--- config.mk ---
export PLATFORM = sky130hd
export DESIGN_NAME = expiring_card_status_cache_core
export DESIGN_NICKNAME = d
export VERILOG_FILES = /design/src/rtl/ecsc_pkg.sv /design/src/rtl/ecsc_cell.sv /design/src/rtl/expiring_card_status_cache_core.sv
export SDC_FILE = /design/constraint.sdc
export NUM_CORES = 2
export LEC_CHECK = 0
export BUFFER_PORTS_ARGS = -buffer_cell sky130_fd_sc_hd__buf_2
export CAP_MARGIN = 25
export CORE_AREA = 4 4 518 366
export CTS_BUF_LIST = sky130_fd_sc_hd__clkbuf_2
export CTS_CLUSTER_DIAMETER = 100
export DETAILED_ROUTE_END_ITERATION = 16
export DIE_AREA = 0 0 522 370
export PLACE_DENSITY = 0.77
export SETUP_SLACK_MARGIN = 0.2
export SYNTH_ARGS = -nofsm -noshare
export SYNTH_HDL_FRONTEND = slang
export SYNTH_HIERARCHICAL = 1
export SYNTH_SLANG_ARGS = --single-unit
--- constraint.sdc ---
create_clock -name clk -period 4 [get_ports clk]
set_input_delay 0.6 -clock clk [delete_from_list [all_inputs] [get_ports clk]]
set_output_delay 0.6 -clock clk [all_outputs]
set_load 0.05 [all_outputs]
--- src/rtl/ecsc_pkg.sv ---
// Shared constants and types for the expiring card status cache.
// Used by ecsc_cell and expiring_card_status_cache_core; no dependencies.
package ecsc_pkg;

	localparam int ENTRIES = 16;
	localparam int IDX_W = (ENTRIES > 1) ? $clog2(ENTRIES) : 1;

	localparam int TAG_W = 32;
	localparam int STAT_W = 8;
	localparam int TICK_W = 32;
	localparam int CFG_W = 32;
	localparam int CFG_IDX_W = 2;

	localparam logic [TICK_W-1:0] LIVE_TIME_RST = TICK_W'(60000);
	localparam logic [TICK_W-1:0] PENDING_TIME_RST = TICK_W'(5000);
	localparam logic [STAT_W-1:0] IN_PROGRESS_RST = STAT_W'(2);
	localparam logic [STAT_W-1:0] NOT_CACHED_RST = STAT_W'(0);

	typedef enum logic [CFG_IDX_W-1:0] {
		REG_LIVE_TIME = 2'd0,
		REG_PENDING_TIME = 2'd1,
		REG_IN_PROGRESS = 2'd2,
		REG_NOT_CACHED = 2'd3
	} cfg_reg_t;

	typedef enum logic {
		CMD_LOOKUP = 1'b0,
		CMD_INSERT = 1'b1
	} cmd_t;

	// Query that travels down the row of cells, one cell per cycle.
	typedef struct packed {
		logic valid;
		cmd_t cmd;
		logic [TAG_W-1:0] tag;
		logic [STAT_W-1:0] status;
		logic [TICK_W-1:0] now;
		logic [TICK_W-1:0] expiry;
		logic hit;
		logic [STAT_W-1:0] hit_status;
		logic stored;
		logic free_found;
		logic [IDX_W-1:0] free_idx;
	} token_t;

	// Broadcast fill of a free slot, decoded by each cell against its index.
	typedef struct packed {
		logic en;
		logic [IDX_W-1:0] idx;
		logic [TAG_W-1:0] tag;
		logic [STAT_W-1:0] status;
		logic [TICK_W-1:0] expiry;
	} fill_t;

endpackage

--- src/rtl/ecsc_cell.sv ---
// One cache slot with its stage of the query chain.
// Depends on ecsc_pkg for the token and fill types.
module ecsc_cell (
	input  logic                      clk,
	input  logic                      arst_n,
	input  logic [ecsc_pkg::IDX_W-1:0] cell_idx,
	input  ecsc_pkg::token_t          tok_in,
	input  ecsc_pkg::fill_t           fill,
	output ecsc_pkg::token_t          tok_out
);
	import ecsc_pkg::*;

	logic [TAG_W-1:0] tag_q;
	logic [STAT_W-1:0] status_q;
	logic [TICK_W-1:0] expiry_q;
	logic used_q;
	logic valid_q;
	token_t tok_q;

	logic live;
	logic match;
	logic upd;
	logic take_free;
	logic fill_me;
	token_t tok_d;

	always_comb begin
		live = used_q && (expiry_q >= tok_in.now);
		match = tok_in.valid && live && (tag_q == tok_in.tag) && !tok_in.hit;
		upd = match && (tok_in.cmd == CMD_INSERT) && (status_q != tok_in.status);
		take_free = tok_in.valid && !live && !tok_in.free_found;
		fill_me = fill.en && (fill.idx == cell_idx);

		tok_d = tok_in;
		if (match) begin
			tok_d.hit = 1'b1;
			tok_d.hit_status = status_q;
		end
		if (upd) begin
			tok_d.stored = 1'b1;
		end
		if (take_free) begin
			tok_d.free_found = 1'b1;
			tok_d.free_idx = cell_idx;
		end
	end

	always_ff @(posedge clk or negedge arst_n) begin
		if (!arst_n) begin
			used_q <= 1'b0;
			valid_q <= 1'b0;
		end else begin
			valid_q <= tok_d.valid;
			if (fill_me) begin
				used_q <= 1'b1;
			end
		end
	end

	always_ff @(posedge clk) begin
		tok_q <= tok_d;
		if (fill_me) begin
			tag_q <= fill.tag;
			status_q <= fill.status;
			expiry_q <= fill.expiry;
		end else if (upd) begin
			status_q <= tok_in.status;
		end
	end

	// The valid bit comes from the flop with reset; the payload has none.
	always_comb begin
		tok_out = tok_q;
		tok_out.valid = valid_q;
	end

endmodule

--- src/rtl/expiring_card_status_cache_core.sv ---
// Top level of the expiring card status cache: configuration registers,
// the row of ecsc_cell slots and the result registers. Depends on ecsc_pkg.
//
//  channel   direction  handshake            payload
//  s_*       in         s_tvalid / s_tready  s_tuser command, s_tdata tag/status/now
//  m_*       out        m_tvalid / m_tready  m_tdata result_status/hit/stored/table_full
//  cfg_*     in         cfg_we (no wait)     cfg_index, cfg_data
//
// An accepted item enters the first cell and moves one cell per cycle. The
// last cell hands it to the result register (or, if that is still full, to
// the hold register), and m_tvalid is set as the result register is loaded.
// The block works on one item at a time: a new item is taken only after the
// previous one leaves the row, since busy_q clears as it does.
// Reset clears the used flag of every slot at once; there is no clearing pass.
// A result that is not taken is held, and one more finished result waits in a
// hold register. s_tready is low while an item is in the row and, beyond
// that, only while the hold register is full.
module expiring_card_status_cache_core (
	input  logic                          clk,
	input  logic                          arst_n,
	// Input item.
	input  logic                          s_tvalid,
	output logic                          s_tready,
	// [31:0] tag, [39:32] status, [71:40] now
	input  logic [71:0]                   s_tdata,
	// [0] command: 0 lookup, 1 insert or update
	input  logic [0:0]                    s_tuser,
	// Result item.
	output logic                          m_tvalid,
	input  logic                          m_tready,
	// [7:0] result_status, [8] hit, [9] stored, [10] table_full, [15:11] zero
	output logic [15:0]                   m_tdata,
	// Configuration writes.
	input  logic                          cfg_we,
	input  logic [ecsc_pkg::CFG_IDX_W-1:0] cfg_index,
	input  logic [ecsc_pkg::CFG_W-1:0]    cfg_data
);
	import ecsc_pkg::*;

	// Configuration registers.
	logic [TICK_W-1:0] live_time_q;
	logic [TICK_W-1:0] pending_time_q;
	logic [STAT_W-1:0] in_progress_q;
	logic [STAT_W-1:0] not_cached_q;

	always_ff @(posedge clk or negedge arst_n) begin
		if (!arst_n) begin
			live_time_q <= LIVE_TIME_RST;
			pending_time_q <= PENDING_TIME_RST;
			in_progress_q <= IN_PROGRESS_RST;
			not_cached_q <= NOT_CACHED_RST;
		end else if (cfg_we) begin
			case (cfg_reg_t'(cfg_index))
				REG_LIVE_TIME: live_time_q <= cfg_data[TICK_W-1:0];
				REG_PENDING_TIME: pending_time_q <= cfg_data[TICK_W-1:0];
				REG_IN_PROGRESS: in_progress_q <= cfg_data[STAT_W-1:0];
				REG_NOT_CACHED: not_cached_q <= cfg_data[STAT_W-1:0];
				default: ;
			endcase
		end
	end

	// Unpack the input item.
	logic [TAG_W-1:0] in_tag;
	logic [STAT_W-1:0] in_status;
	logic [TICK_W-1:0] in_now;

	assign in_tag = s_tdata[31:0];
	assign in_status = s_tdata[39:32];
	assign in_now = s_tdata[71:40];

	logic busy_q;
	logic hold_valid_q;
	logic accept;

	assign s_tready = !busy_q && !hold_valid_q;
	assign accept = s_tvalid && s_tready;

	// The expiry of a possible new entry is worked out once, as the item
	// enters, with a saturating add: an in-progress status gets the shorter
	// pending lifetime.
	logic [TICK_W-1:0] life;
	logic [TICK_W:0] exp_sum;
	token_t tok_head;

	always_comb begin
		life = (in_status == in_progress_q) ? pending_time_q : live_time_q;
		exp_sum = {1'b0, in_now} + {1'b0, life};

		tok_head.valid = accept;
		tok_head.cmd = cmd_t'(s_tuser[0]);
		tok_head.tag = in_tag;
		tok_head.status = in_status;
		tok_head.now = in_now;
		tok_head.expiry = exp_sum[TICK_W] ? {TICK_W{1'b1}} : exp_sum[TICK_W-1:0];
		tok_head.hit = 1'b0;
		tok_head.hit_status = '0;
		tok_head.stored = 1'b0;
		tok_head.free_found = 1'b0;
		tok_head.free_idx = '0;
	end

	// Row of cells. Token i is the input of cell i; the last one leaves the row.
	token_t tok_chain [ENTRIES+1];
	fill_t fill;

	assign tok_chain[0] = tok_head;

	for (genvar i = 0; i < ENTRIES; i++) begin : g_cell
		ecsc_cell u_cell (
			.clk(clk),
			.arst_n(arst_n),
			.cell_idx(IDX_W'(i)),
			.tok_in(tok_chain[i]),
			.fill(fill),
			.tok_out(tok_chain[i+1])
		);
	end

	// Finish the item as it leaves the row. An insert with no live match goes
	// into the first slot that was not live, if the row reported one.
	token_t tok_tail;
	logic new_entry;
	logic no_room;
	logic [15:0] res_word;

	always_comb begin
		tok_tail = tok_chain[ENTRIES];
		new_entry = (tok_tail.cmd == CMD_INSERT) && !tok_tail.hit && tok_tail.free_found;
		no_room = (tok_tail.cmd == CMD_INSERT) && !tok_tail.hit && !tok_tail.free_found;

		fill.en = tok_tail.valid && new_entry;
		fill.idx = tok_tail.free_idx;
		fill.tag = tok_tail.tag;
		fill.status = tok_tail.status;
		fill.expiry = tok_tail.expiry;

		res_word = '0;
		if (tok_tail.cmd == CMD_LOOKUP) begin
			res_word[7:0] = tok_tail.hit ? tok_tail.hit_status : not_cached_q;
		end
		res_word[8] = tok_tail.hit;
		res_word[9] = tok_tail.stored || new_entry;
		res_word[10] = no_room;
	end

	// Output register plus one hold register for a result that finishes
	// while the previous one is still waiting.
	logic out_valid_q;
	logic [15:0] out_q;
	logic [15:0] hold_q;
	logic out_free;

	assign out_free = !out_valid_q || m_tready;

	always_ff @(posedge clk or negedge arst_n) begin
		if (!arst_n) begin
			busy_q <= 1'b0;
			out_valid_q <= 1'b0;
			hold_valid_q <= 1'b0;
		end else begin
			if (accept) begin
				busy_q <= 1'b1;
			end else if (tok_tail.valid) begin
				busy_q <= 1'b0;
			end

			if (out_free) begin
				out_valid_q <= hold_valid_q || tok_tail.valid;
			end

			if (hold_valid_q) begin
				if (out_free) begin
					hold_valid_q <= tok_tail.valid;
				end
			end else if (tok_tail.valid && !out_free) begin
				hold_valid_q <= 1'b1;
			end
		end
	end

	always_ff @(posedge clk) begin
		if (out_free) begin
			out_q <= hold_valid_q ? hold_q : res_word;
		end
		if (tok_tail.valid && (hold_valid_q || !out_free)) begin
			hold_q <= res_word;
		end
	end

	assign m_tvalid = out_valid_q;
	assign m_tdata = out_q;

endmodule
==> Flow_metrics.wiki <==
{| class="wikitable"
! Metric !! Value
|-
| Overall overflow remaining after global route || 0
|-
| Post-Synthesis Cells || between 6000 and 7000
|-
| Clock sink count || 3177
|-
| Wire length on met2 || 93290 um
|-
| Type of origin of the critical path || flip-flop
|-
| Outcome || complete, but fails checks
|-
| DRC || 0
|-
| Post-CTS clock slew at the launch and capture registers of the worst setup and hold paths || 120 ps
|-
| Initial Util || a little under three fifths
|-
| Total Negative Setup Slacks || 0 ps
|-
| # H-tree levels || 6
|-
| Detailed-route wire length per cell || 18.79 um
|-
| Worst R2R Path Depth || 14
|-
| Capture endpoint of the worst hold path || g_cell[0].u_cell/tok_out[20]$_DFF_P_
|-
| Top sig layer || met5
|-
| Global-route wire length before repair || about 330000 um
|-
| Int Power || around 48 mW
|-
| Worst Path Max Fanout || 7
|-
| Unrepaired setup endpoints after global routing || yes
|-
| Final Routed Wirelength || around 210000 um
|-
| Hold crit path type || primary input to flip-flop
|-
| Static Leakage || 50.91 nW
|-
| Sequential cell area || around 76000 um2
|-
| Final Core Density || 65.25%
|-
| Number of input and output port buffers inserted || 124
|-
| Die extent in y || 370 um
|-
| Number of top-level design ports || 130
|-
| Num rows || approximately 130
|-
| Wl on met1 || 102400 um
|-
| Die area || 193100 um2
|-
| Met3 WL post-DR || approximately 13000 um
|-
| Crit Path Category || flip-flop to flip-flop
|-
| Core area || approximately 180000 um2
|-
| Syn-to-layout area delta || 13.64%
|-
| Total setup violations reported at the end of the flow || 0
|-
| Initial antenna violation count || 11
|-
| Slew Viols, Final || 0
|-
| Share of cells above drive strength 1 || 19.91%
|-
| Final #Nets || 8921
|-
| Depth of the worst hold-timing path || 7
|-
| Pwr/cell area || approximately 540 nW/um2
|-
| Aggregate global-route resource usage || a little over a fifth
|-
| Number of detailed-route iterations in the first pass || 5
|-
| Maximum number of pins on one net before global-route repair || 64
|-
| Highest ir drop seen on vdd || between 400 and 500 uV
|-
| RR Startpoint || in_progress_q[2]$_DFFE_PN0P_
|-
| Final Power || roughly 65 mW
|-
| Per-instance average area after synthesis || ~15 um2
|-
| Sequential group share of total power || a little over three fifths
|-
| Vias after detailed routing || approximately 57000
|-
| Root buffer selected by CTS || clkbuf_2
|-
| Reg-to-reg critical path endpoint || g_cell[0].u_cell/tok_out[45]$_DFF_P_
|-
| Worst path required time || 5490 ps
|-
| Worst max-slew margin expressed relative to the limit || around 28%
|-
| Violated checks || antenna violations
|-
| Share of power burned in the clock network || a little under a third
|-
| Final Hold Viols || 0
|-
| DRC violation total after the first TritonRoute iteration || 3657
|-
| Final worst-path cycle share || between 90% and 100%
|-
| ANT nets after route || 1
|-
| Crit path arrival time || around 5200 ps
|-
| Worst-skew pair later-pin latency || ~1600 ps
|-
| Half-perimeter wire length after placement || around 150000 um
|-
| Critical Path End Type || flip-flop
|-
| Fmax achieved || 270.4 MHz
|-
| Per-cell via count in the routed design || a little over 5
|-
| Sw power || 16.82 mW
|-
| Total area of multi-input combinational cells || approximately 28000 um2
|-
| Net switching share of the total power || approximately 26%
|-
| Maximum count of clock buffers along a single path || 4
|-
| Setup slack, reg-to-reg || 300 ps
|-
| Combinational Power Share || about 6.6%
|-
| Horizontal die dimension || ~520 um
|-
| Synthesis Warnings || 6
|-
| Final critical-path required period || 3698 ps
|-
| Number of buffers added by the clock tree synthesis step || around 680
|-
| Hold path start || s_tdata[44]
|-
| Vias in the first global route || around 60000
|-
| Routability congestion estimate || between 0.8 and 0.9
|-
| Max_cap viols || 0
|-
| Fill cell instance count of the final layout || around 13000
|-
| Netlist area before placement || ~110000 um2
|-
| Post-route clock skew || between 200 and 250 ps
|-
| Actual slew at the worst max-slew pin || about 1100 ps
|-
| Clock tree from TritonCTS || done
|}
[worst max-delay path, cell delays in order (launching register included)]
cell and delay (ps):
dfrtp_1 420, xor2_1 160, nor4_1 270, nand2_1 110, buf_6 170, buf_4 170
mux2_2 280, ha_1 310, nand4_1 140, or2_2 350, a2111oi_2 250, nor3_2 120
a31oi_1 300, and3b_1 220, or3_1 350
[layout make-up]
cell class | count | share of cell area [%]
antenna | 15 | 0.03118
clock buffer | 1091 | 4.536
clock inverter | 157 | 0.9063
inverter | 536 | 1.671
multi-input combinational | 3349 | 23.49
sequential | 3177 | 63.09
tap | 2479 | 2.577
timing repair buffer | 519 | 3.703
[cells in the final DEF (no fill, tap or decap), drive strengths merged, types with 15 or more instances in the layout]
cell and count:
a211oi 23, a21boi 16, a21o 58, a21oi 285
a31oi 21, a41oi 17, and3b 17, and4 33
buf 285, bufinv 15, clkbuf 1091, clkinv 119
conb 150, dfrtp 102, dfxtp 1888, diode 15
dlygate4sd3 234, edfxtp 1174, ha 546, inv 549
mux2 435, nand2 248, nand3 40, nand4 119
nand4b 17, nor2 63, nor2b 24, nor3 21
nor4 195, o21ai 136, o41ai 17, or2 35
or4b 16, xnor2 45, xor2 689
[registers in the layout, summed over array words and instances, names as in the netlist]
| register | count |
|---|---|
| g_cell.u_cell/tag_q | 512 |
| m_tvalid | 1 |
| hold_valid_q | 1 |
| m_tdata | 11 |
| pending_time_q | 32 |
| g_cell.u_cell/valid_q | 16 |
| g_cell.u_cell/tok_out | 1888 |
| in_progress_q | 8 |
| live_time_q | 32 |
| hold_q | 11 |
| g_cell.u_cell/used_q | 16 |
| not_cached_q | 8 |
| g_cell.u_cell/status_q | 128 |
| busy_q | 1 |
| g_cell.u_cell/expiry_q | 512 |
[worst max path at each step]
stage	startpoint	endpoint	slack, ps
CTS	in_progress_q[7]$_DFFE_PN0P_	g_cell[0].u_cell/tok_out[34]$_DFF_P_	200
global route	in_progress_q[6]$_DFFE_PN0P_	g_cell[0].u_cell/tok_out[45]$_DFF_P_	90
detailed placement	s_tdata[39]	g_cell[0].u_cell/tok_out[34]$_DFF_P_	-130
finish	in_progress_q[2]$_DFFE_PN0P_	g_cell[0].u_cell/tok_out[45]$_DFF_P_	300
floorplan	s_tdata[39]	g_cell[0].u_cell/tok_out[40]$_DFF_P_	170
global placement	s_tdata[39]	g_cell[0].u_cell/tok_out[40]$_DFF_P_	-90
[per-stage QoR]
stage                     instance area, um2  hold slack, ps  worst slack [ps]  instances
after detailed placement              111200           312.1            -128.9       9820
after global routing                  120400           72.06             90.71      11310
after floorplan                       106500           304.4             170.1       7142
after global placement                111200           309.5            -94.67       9819
after CTS                             120100           3.407             198.3      11300
final                                 120400           219.2             302.4      11320
[per-layer routing]
metal,vias to the layer above,track usage [%]
li1,27510,-
met3,289,4.640
met4,6,6.135
met5,-,0
met1,27970,32.28
met2,1511,33.19
[power groups by stage]
stage | Sequential, mW | Combinational [mW] | Clock [mW]
final | 40.7 | 4.32 | 19.9
after global routing | 41.2 | 4.74 | 22.4
after floorplan | 40.0 | 2.72 | 0
after detailed placement | 41.5 | 3.95 | 0
after CTS | 40.8 | 4.20 | 20.5
after global placement | 41.3 | 3.78 | 0
[timing repair]
item | CTS | global route
buffers inserted | 0 | 5
hold endpoints to repair | 353 | 0
gates resized for setup | 2 | 38
setup endpoints to repair | 3 | 30
hold buffers | 235 | 0
pin swaps | 0 | 16
No activity file was read; power rests on OpenSTA's default activity.
